[src/design/atisd_pkg.sv]
`default_nettype none
package atisd_pkg;

   // Table geometry
   localparam int DEPTH  = 64;
   localparam int IDX_W  = 6;
   localparam int CNT_W  = 7;
   localparam int DATA_W = 32;

   // Request modes
   localparam logic [1:0] MODE_INSERT  = 2'd0;
   localparam logic [1:0] MODE_DISPLAY = 2'd1;
   localparam logic [1:0] MODE_SEARCH  = 2'd2;
   localparam logic [1:0] MODE_DELETE  = 2'd3;

   // Result status codes
   localparam logic [1:0] STAT_OK       = 2'd0;
   localparam logic [1:0] STAT_FULL     = 2'd1;
   localparam logic [1:0] STAT_EMPTY    = 2'd2;
   localparam logic [1:0] STAT_NOTFOUND = 2'd3;

   typedef struct packed {
      logic [1:0]               mode;
      logic signed [DATA_W-1:0] value;
   } req_type;

   typedef struct packed {
      logic [1:0]               status;
      logic [IDX_W-1:0]         index;
      logic signed [DATA_W-1:0] element;
      logic [CNT_W-1:0]         entry_count;
      logic                     last;
   } rsp_type;

endpackage
`default_nettype wire

[src/design/atisd_ram.sv]
`default_nettype none
module atisd_ram #(
   parameter int ADDR_W = 6,
   parameter int DATA_W = 32
) (
   input  wire logic              clock,
   input  wire logic              wr_en,
   input  wire logic [ADDR_W-1:0] wr_addr,
   input  wire logic [DATA_W-1:0] wr_data,
   input  wire logic              rd_en,
   input  wire logic [ADDR_W-1:0] rd_addr,
   output logic      [DATA_W-1:0] rd_data
);

   logic [DATA_W-1:0] mem [2**ADDR_W];

   // Write port
   always_ff @(posedge clock) begin
      if (wr_en) begin
         mem[wr_addr] <= wr_data;
      end
   end

   // Registered read port; data holds while no read is issued
   always_ff @(posedge clock) begin
      if (rd_en) begin
         rd_data <= mem[rd_addr];
      end
   end

endmodule
`default_nettype wire

[src/design/array_table_insert_search_delete_unit.sv]
`default_nettype none
// Unsorted table of up to 64 signed 32-bit values held in one single-port-read,
// single-port-write RAM with a registered read. One request is worked at a time.
// Insert appends at the tail. Search scans one entry per cycle; delete stops its
// scan at the match and then runs a shift pass that moves each later entry down
// one place per cycle. Display reads each entry and then sends it as its own
// result, and waits before each send while the output register is stalled.
// Search, delete and display on an empty table give one result with status
// empty; every request's final result carries last = 1. A new request is taken
// while the previous result still waits in the output register.
module array_table_insert_search_delete_unit
   import atisd_pkg::*;
(
   input  wire logic    clock,
   input  wire logic    reset,
   input  wire logic    req_valid,
   output logic         req_stall,
   input  wire req_type req_data,
   output logic         rsp_valid,
   input  wire logic    rsp_stall,
   output rsp_type      rsp_data
);

   localparam logic [2:0] S_IDLE     = 3'd0;
   localparam logic [2:0] S_EMIT     = 3'd1;
   localparam logic [2:0] S_SEARCH   = 3'd2;
   localparam logic [2:0] S_SHIFT    = 3'd3;
   localparam logic [2:0] S_DISP_RD  = 3'd4;
   localparam logic [2:0] S_DISP_OUT = 3'd5;

   logic [2:0]               state_ff, state_in;
   logic [1:0]               mode_ff, mode_in;
   logic signed [DATA_W-1:0] value_ff, value_in;
   logic [CNT_W-1:0]         count_ff, count_in;
   logic [CNT_W-1:0]         rd_idx_ff, rd_idx_in;
   logic                     chk_vld_ff, chk_vld_in;
   logic [IDX_W-1:0]         chk_idx_ff, chk_idx_in;
   logic                     sh_vld_ff, sh_vld_in;
   logic [IDX_W-1:0]         wr_idx_ff, wr_idx_in;
   rsp_type                  res_ff, res_in;
   logic                     rsp_valid_ff, rsp_valid_in;
   rsp_type                  rsp_ff, rsp_in;

   logic                     ram_wr_en;
   logic [IDX_W-1:0]         ram_wr_addr;
   logic [DATA_W-1:0]        ram_wr_data;
   logic                     ram_rd_en;
   logic [IDX_W-1:0]         ram_rd_addr;
   logic [DATA_W-1:0]        ram_rd_data;

   logic                     out_free;
   logic                     accept;
   logic                     emit;
   logic [IDX_W-1:0]         cnt_m1;
   logic                     match;

   atisd_ram #(
      .ADDR_W(IDX_W),
      .DATA_W(DATA_W)
   ) u_ram (
      .clock  (clock),
      .wr_en  (ram_wr_en),
      .wr_addr(ram_wr_addr),
      .wr_data(ram_wr_data),
      .rd_en  (ram_rd_en),
      .rd_addr(ram_rd_addr),
      .rd_data(ram_rd_data)
   );

   assign req_stall = (state_ff != S_IDLE);
   assign accept    = req_valid && !req_stall;
   assign out_free  = !rsp_valid_ff || !rsp_stall;
   assign cnt_m1    = IDX_W'(count_ff - CNT_W'(1));
   assign match     = chk_vld_ff && (ram_rd_data == DATA_W'(value_ff));

   // Sequence requests through the table
   always_comb begin
      state_in    = state_ff;
      mode_in     = mode_ff;
      value_in    = value_ff;
      count_in    = count_ff;
      rd_idx_in   = rd_idx_ff;
      chk_vld_in  = 1'b0;
      chk_idx_in  = chk_idx_ff;
      sh_vld_in   = 1'b0;
      wr_idx_in   = wr_idx_ff;
      res_in      = res_ff;
      ram_wr_en   = 1'b0;
      ram_wr_addr = wr_idx_ff;
      ram_wr_data = ram_rd_data;
      ram_rd_en   = 1'b0;
      ram_rd_addr = rd_idx_ff[IDX_W-1:0];
      emit        = 1'b0;
      rsp_in      = rsp_ff;

      case (state_ff)
         S_IDLE: begin
            if (accept) begin
               mode_in   = req_data.mode;
               value_in  = req_data.value;
               rd_idx_in = '0;
               res_in    = '{status: STAT_OK, index: '0, element: '0,
                             entry_count: count_ff, last: 1'b1};
               if (req_data.mode == MODE_INSERT) begin
                  if (count_ff >= CNT_W'(DEPTH)) begin
                     res_in.status = STAT_FULL;
                  end else begin
                     // Append at the tail
                     ram_wr_en          = 1'b1;
                     ram_wr_addr        = count_ff[IDX_W-1:0];
                     ram_wr_data        = DATA_W'(req_data.value);
                     count_in           = count_ff + CNT_W'(1);
                     res_in.entry_count = count_ff + CNT_W'(1);
                  end
                  state_in = S_EMIT;
               end else if (count_ff == '0) begin
                  res_in.status = STAT_EMPTY;
                  state_in      = S_EMIT;
               end else if (req_data.mode == MODE_DISPLAY) begin
                  state_in = S_DISP_RD;
               end else begin
                  state_in = S_SEARCH;
               end
            end
         end

         S_EMIT: begin
            if (out_free) begin
               emit     = 1'b1;
               rsp_in   = res_ff;
               state_in = S_IDLE;
            end
         end

         S_SEARCH: begin
            if (match) begin
               res_in.index     = chk_idx_ff;
               if (mode_ff == MODE_DELETE) begin
                  // Shift later entries down one place
                  rd_idx_in = CNT_W'(chk_idx_ff) + CNT_W'(1);
                  wr_idx_in = chk_idx_ff;
                  state_in  = S_SHIFT;
               end else begin
                  state_in = S_EMIT;
               end
            end else if (chk_vld_ff && chk_idx_ff == cnt_m1) begin
               res_in.status = STAT_NOTFOUND;
               state_in      = S_EMIT;
            end else if (rd_idx_ff < count_ff) begin
               // Issue next read; compare it next cycle
               ram_rd_en  = 1'b1;
               chk_vld_in = 1'b1;
               chk_idx_in = rd_idx_ff[IDX_W-1:0];
               rd_idx_in  = rd_idx_ff + CNT_W'(1);
            end
         end

         S_SHIFT: begin
            if (sh_vld_ff) begin
               ram_wr_en   = 1'b1;
               ram_wr_addr = wr_idx_ff;
               ram_wr_data = ram_rd_data;
               wr_idx_in   = wr_idx_ff + IDX_W'(1);
            end
            if (rd_idx_ff < count_ff) begin
               ram_rd_en = 1'b1;
               sh_vld_in = 1'b1;
               rd_idx_in = rd_idx_ff + CNT_W'(1);
            end else if (!sh_vld_ff) begin
               count_in           = count_ff - CNT_W'(1);
               res_in.entry_count = count_ff - CNT_W'(1);
               state_in           = S_EMIT;
            end
         end

         S_DISP_RD: begin
            ram_rd_en = 1'b1;
            state_in  = S_DISP_OUT;
         end

         S_DISP_OUT: begin
            if (out_free) begin
               emit   = 1'b1;
               rsp_in = '{status: STAT_OK, index: rd_idx_ff[IDX_W-1:0],
                          element: $signed(ram_rd_data), entry_count: count_ff,
                          last: (rd_idx_ff[IDX_W-1:0] == cnt_m1)};
               if (rd_idx_ff[IDX_W-1:0] == cnt_m1) begin
                  state_in = S_IDLE;
               end else begin
                  rd_idx_in = rd_idx_ff + CNT_W'(1);
                  state_in  = S_DISP_RD;
               end
            end
         end

         default: begin
            state_in = S_IDLE;
         end
      endcase

      // Hold the result until taken
      rsp_valid_in = emit ? 1'b1 : (rsp_valid_ff && rsp_stall);
   end

   // Control state
   always_ff @(posedge clock) begin
      if (reset) begin
         state_ff     <= S_IDLE;
         count_ff     <= '0;
         chk_vld_ff   <= 1'b0;
         sh_vld_ff    <= 1'b0;
         rsp_valid_ff <= 1'b0;
      end else begin
         state_ff     <= state_in;
         count_ff     <= count_in;
         chk_vld_ff   <= chk_vld_in;
         sh_vld_ff    <= sh_vld_in;
         rsp_valid_ff <= rsp_valid_in;
      end
   end

   // Payload registers
   always_ff @(posedge clock) begin
      mode_ff    <= mode_in;
      value_ff   <= value_in;
      rd_idx_ff  <= rd_idx_in;
      chk_idx_ff <= chk_idx_in;
      wr_idx_ff  <= wr_idx_in;
      res_ff     <= res_in;
      rsp_ff     <= rsp_in;
   end

   assign rsp_valid = rsp_valid_ff;
   assign rsp_data  = rsp_ff;

endmodule
`default_nettype wire
[config.mk]
export PLATFORM = sky130hd
export DESIGN_NAME = array_table_insert_search_delete_unit
export DESIGN_NICKNAME = d
export VERILOG_FILES = /design/src/design/atisd_pkg.sv /design/src/design/atisd_ram.sv /design/src/design/array_table_insert_search_delete_unit.sv
export SDC_FILE = /design/constraint.sdc
export NUM_CORES = 2
export LEC_CHECK = 0
export ABC_AREA = 0
export BUFFER_PORTS_ARGS = -buffer_cell sky130_fd_sc_hd__buf_2
export CAP_MARGIN = 20
export CORE_ASPECT_RATIO = 0.6
export CORE_UTILIZATION = 50
export CTS_CLUSTER_DIAMETER = 50
export CTS_CLUSTER_SIZE = 28
export DETAILED_ROUTE_END_ITERATION = 8
export PLACE_DENSITY = 0.62
export SETUP_SLACK_MARGIN = 0.02
export SLEW_MARGIN = 5
export SYNTH_ARGS = -nofsm -noshare
export SYNTH_HDL_FRONTEND = slang
export SYNTH_HIERARCHICAL = 1
export SYNTH_SLANG_ARGS = --single-unit
[constraint.sdc]
create_clock -name clock -period 7.8 [get_ports clock]
set_clock_uncertainty 0.15 [all_clocks]
set_input_delay 0.78 -clock clock [delete_from_list [all_inputs] [get_ports clock]]
set_output_delay 0.78 -clock clock [all_outputs]
set_load 0.02 [all_outputs]
== Word level (Yosys, flattened, before mapping) ==
Memory sizes are Yosys's and may differ from the RTL's. A register that Yosys moved wholly into a read port is not among the register bits.
Index checks and enable logic that the tools add are counted.
Operators by class
  bitwise operators: 4
  multiplexer cells: 65
  $lt $le $gt $ge: 2
  reduce and logical (&&, ||, !) cells: 29
  eq/ne operators: 24
  add/subtract/negate cells: 5
Operator list (count)
  $mux 48: 3
  $mux 32: 4
  $pmux 48 s2: 1
  $mux 7: 12
  $mux 6: 8
  $mux 3: 11
  $eq 32x32->1: 1
  $pmux 7 s2: 2
  $pmux 7 s4: 1
  $ne 2x2->1 const B: 11
  $pmux 3 s6: 1
  $pmux 8 s2: 1
  $reduce_and 4->1: 4
  $add 7x1->7 const B: 2
  $mux 1: 13
  $eq 6x6->1: 2
  $pmux 6 s2: 1
  $reduce_and 6->1: 2
  $mux 2: 5
  $ne 3x3->1 const B: 3
  $reduce_bool 2->1: 4
  $add 6x1->7 const B: 1
  $ge 7x7->1 const B: 1
  $logic_not 7->1: 1
  21 further kinds: 34
Word-level totals
  memories kept: 1
  register bits after elaboration: 129
  logic and storage cells: 148
  RAM bits: 2048
  bits of input ports: 38
  output and inout port bits: 50
Memory list
  u_ram.mem: depth 64, width 32, rd ports 1, clocked after memory_dff 1, wr ports 1, line atisd_ram.sv:15  | logic [DATA_W-1:0] mem [2**ADDR_W];

== Depth between registers and ports, before layout ==
  depth after elaboration: 7
  gate-level depth with buffers: 12
  depth with buffers taken out: 9

== Modules after synthesis ==
Netlist, hierarchy kept.
By module, submodules not included
  atisd_ram: seq. area each 62459.9 um2, cells each 3323, area an instance 78838.1 um2, times used 1
  array_table_insert_search_delete_unit: seq. area each 3743.6 um2, cells each 563, area an instance 6562.5 um2, times used 1

== Worst setup path before layout ==
OpenSTA, ideal clock, no wires.
  kind: input to register
  from: input req_valid
  to: memory u_ram.mem[33][0] (enable)
  buffers on the path: 2
  slack: 1.648 ns
  stages on the path: 7
  data required time: 7.189 ns
  data arrival time: 5.541 ns
  setup time: 0.461 ns
  cell sequence: and2_1 > clkbuf_1 > nand2_1 > clkbuf_1 > o21ai_0 > nand4_1 > nor3_1
Between the ends
  elaborated cells between the ends (all ways): 7
  classes of those cells: mux: 6; reduce/logical: 1
RTL lines
  start, declared: line array_table_insert_search_delete_unit.sv:16  | input wire logic req_valid,
  $logic_and 1x1->1: line array_table_insert_search_delete_unit.sv:71  | assign accept = req_valid && !req_stall;
  $mux 6: line array_table_insert_search_delete_unit.sv:98  | if (accept) begin
  $mux 6
  named net ram_wr_addr[0]: line array_table_insert_search_delete_unit.sv:45  | logic [IDX_W-1:0] ram_wr_addr;
  end, declared: line atisd_ram.sv:15
The timed path passes the listed nets, and every way through them passes these cells.

== Worst setup path in the final report ==
  from: register state_ff[0]
  to: memory u_ram.mem[21][19] (enable)
Between the ends
  elaborated cells between the ends (all ways): 11
  classes of those cells: eq/ne: 1; mux: 6; reduce/logical: 4
RTL lines
  start, declared: line array_table_insert_search_delete_unit.sv:31  | logic [2:0] state_ff, state_in;
  start signal, assigned: line array_table_insert_search_delete_unit.sv:214  | state_ff <= state_in;
  $reduce_bool 3->1: line array_table_insert_search_delete_unit.sv:70  | assign req_stall = (state_ff != S_IDLE);
  $logic_not 1->1: line array_table_insert_search_delete_unit.sv:71
  $logic_and 1x1->1: line array_table_insert_search_delete_unit.sv:71
  $mux 6: line array_table_insert_search_delete_unit.sv:98
  $mux 6 (*)
  named net ram_wr_addr[0]: line array_table_insert_search_delete_unit.sv:45
The timed path passes the listed nets; every way through them passes the cells marked *.

==> metrics.csv <==
metric,value,unit
clkTransAtPathRegs,0.09,ns
synth.distinct_cells,66,
worstSetupPathType,reg2reg,
ys.flop_type,edfxtp_1,
grt_pass1_vias,38800,
synth_warnings,6,
antenna_found_initial,9,
syn_nets,3936,
wl_per_cell,35.4,µm
nets,4105,
multi_input_area,0.0187,mm²
dp.cells,6141,
via_count,41700,
gp_congestion,0.859,
hpwlAfterDp,138,mm
root_buffer,clkbuf_16,
antenna_left,0,
nFillCells,12500,
clock_latency,0.84,ns
ys_top_cells_by_area,"edfxtp_1, mux4_2, mux2i_1",
drc,0,
fin_tns_setup,0,ns
row_count,117,
grt_remaining_overflow,0,
leakagePower,29.1,nW
synthArstFlopShare,0,%
irDropWorstVdd,0.000161,V
drt-initial-drc-count,6292,
arrival,5.68,ns
setup_viol,0,
cts_buffers,141,
ios,88,
port_buffers,87,
synth-edff-count,2196,
drive_above_1_share,27.0,%
startpoint_type,flip-flop,
seq_area_frac_synth,77.5,%
grt_pass1_wl,315,mm
start_util,50.3,%
tritoncts,yes,
fp.dieH,322,µm
grt_start_max_net_pins,95,
maxSlewHeadroom,19.2,%
worst-path-max-fanout,38,
ff_latch_area,0.0662,mm²
fin_crit_sh,68.6,%
ys_ff_latch,2209,
final_cells,6419,
status,finished clean,
die-area,0.173,mm²
grt_util_all_layers,26.4,%
cp-end-kind,flip-flop,
h-tree-depth,4,
syn_avg_cell_area,22.0,µm²
finalPower,24.5,mW
netlist_area,0.0854,mm²
max_freq,0.187,GHz
via_per_inst,6.50,
cts_resized,0,
finalWirelength,227,mm
final_cell_mix,"edfxtp_1, mux4_2, clkbuf_16",
synthDominantCellAreaShare,77.2,%
min_path_type,in2reg,
final_common_cell,edfxtp_1,
finalHoldViolCount,0,
syn_inst,3886,
clockBufferDepth,4,
clkSinkCount,2209,
firstDrtPassIters,5,
synth_top_cell_by_area,edfxtp_1,
cp.required,8.13,ns
die_w,536,µm
min_period,5.35,ns
power.density,259,mW/mm²
syn_to_final_growth,10.9,%
worst_pin_slew,1.18,ns
final_max_slew_viol_count,0,
core_region_area,0.170,mm²
rsz0062_at_grt,no,
maxCapViolCount,0,
==> where the power goes <==
group	leakage (nW)	internal, mW	total (mW)	switching (mW)
combinational	6.89	1.18	3.22	2.05
clock	2.30	3.74	8.05	4.31
sequential	19.9	13.2	13.2	0.0556
total	29.1	18.1	24.5	6.41
==> cell families (layout without fill, tap and decap cells) <==
| family | count (synthesis) | after routing | synth area share (%) |
|---|---|---|---|
| flops | 2209 | 2209 | 77.5 |
| mux | 670 | 670 | 15.9 |
| simple gates | 425 | 425 | 2.40 |
| compound gates | 280 | 280 | 2.07 |
| buf+inv | 228 | 498 | 1.28 |
| xor+xnor | 62 | 62 | 0.675 |
| fa+ha+maj | 12 | 12 | 0.176 |
| other cells | 0 | 2 | 0 |
==> metal layers <==
metal / GRT usage [%] / vias up / part of all wire (%)
met5: 0 / - / 0
met2: 34.1 / 2357 / 40
li1: - / 16600 / -
met1: 44.1 / 22500 / 45
met3: 7.63 / 225 / 12
met4: 4.86 / 0 / 1.9
==> stage by stage <==
step | worst slack, ns | hold WS, ns | cell area (µm²) | util [%]
3_3_place_gp | 2.00 | 0.360 | 89100 | 52.5
3_5_place_dp | 1.91 | 0.368 | 89500 | 52.7
5_1_grt | 2.18 | 0.00362 | 94700 | 55.8
2_1_floorplan | 1.65 | 0.324 | 85400 | -
6_report | 2.45 | 0.0443 | 94700 | 55.8
4_1_cts | 2.04 | 0.000321 | 94400 | 55.6
==> critical path: stages, from the launching register on <==
cell and delay (ns):
dfxtp_1 0.40, nor3_1 0.37, and2_2 0.21, buf_4 0.49, nand2_2 0.30, o21ai_0 0.76
nand3_1 0.90, nor2_4 1.00, buf_4 0.38
==> sequential cells by signal (all words and copies together), names as in the netlist, 2 cells and up <==
name and flops:
u_ram/mem 2048, count_ff 7, u_ram/rd_data 32, rd_idx_ff 7
wr_idx_ff 6, chk_idx_ff 6, mode_ff 2, res_ff 15
state_ff 3, value_ff 32, rsp_data 48
==> synthesized netlist by cell type (6+ instances only) <==
master,n
a22oi_1,15
buf_1,19
buf_2,57
nor3_1,17
nor4_1,7
nand3_1,20
inv_1,15
a311oi_1,9
mux2_2,33
edfxtp_1,2196
buf_6,7
nor2b_1,16
nand2_1,89
nand3b_1,6
and2_1,38
clkbuf_1,101
xnor2_1,41
and3_1,14
nand2b_1,13
mux2i_1,93
buf_4,26
dfxtp_1,13
o21ai_0,34
o22ai_1,87
xor2_1,19
mux4_2,544
ha_1,12
nand4_1,12
a21oi_1,82
nor2_1,161
o221ai_1,28
or3_1,7
==> path summary, 6_finish.rpt <==
path / start / slack (ns) / cells after the start / endpoint
max reg2reg: state_ff[0]$_SDFFE_PP0P_ / 2.45 / 8 / u_ram/mem[21][19]$_DFFE_PP_
min reg2reg: res_ff[42]$_SDFFCE_PN0P_ / 0.39 / 2 / rsp_data[42]$_DFFE_PP_
min: req_data[23] / 0.04 / 1 / value_ff[23]$_DFFE_PP_
max: state_ff[0]$_SDFFE_PP0P_ / 2.45 / 8 / u_ram/mem[21][19]$_DFFE_PP_
==> final cells by class <==
cell class | instances | area share (%)
sequential | 2209 | 69.9
multi-input combinational | 1449 | 19.8
clock buffer | 150 | 3.85
tap | 2261 | 2.99
timing repair buffer | 239 | 2.25
clock inverter | 94 | 1.15
inverter | 15 | 0.0595
antenna | 2 | 0.00529
==> repair_timing <==
action | CTS | global route
setup endpoints to repair | 0 | 0
setup buffers | 0 | 0
endpoints found under the hold margin | 17 | 0
hold buffers | 17 | 0
(Power assumes the default switching activity.)
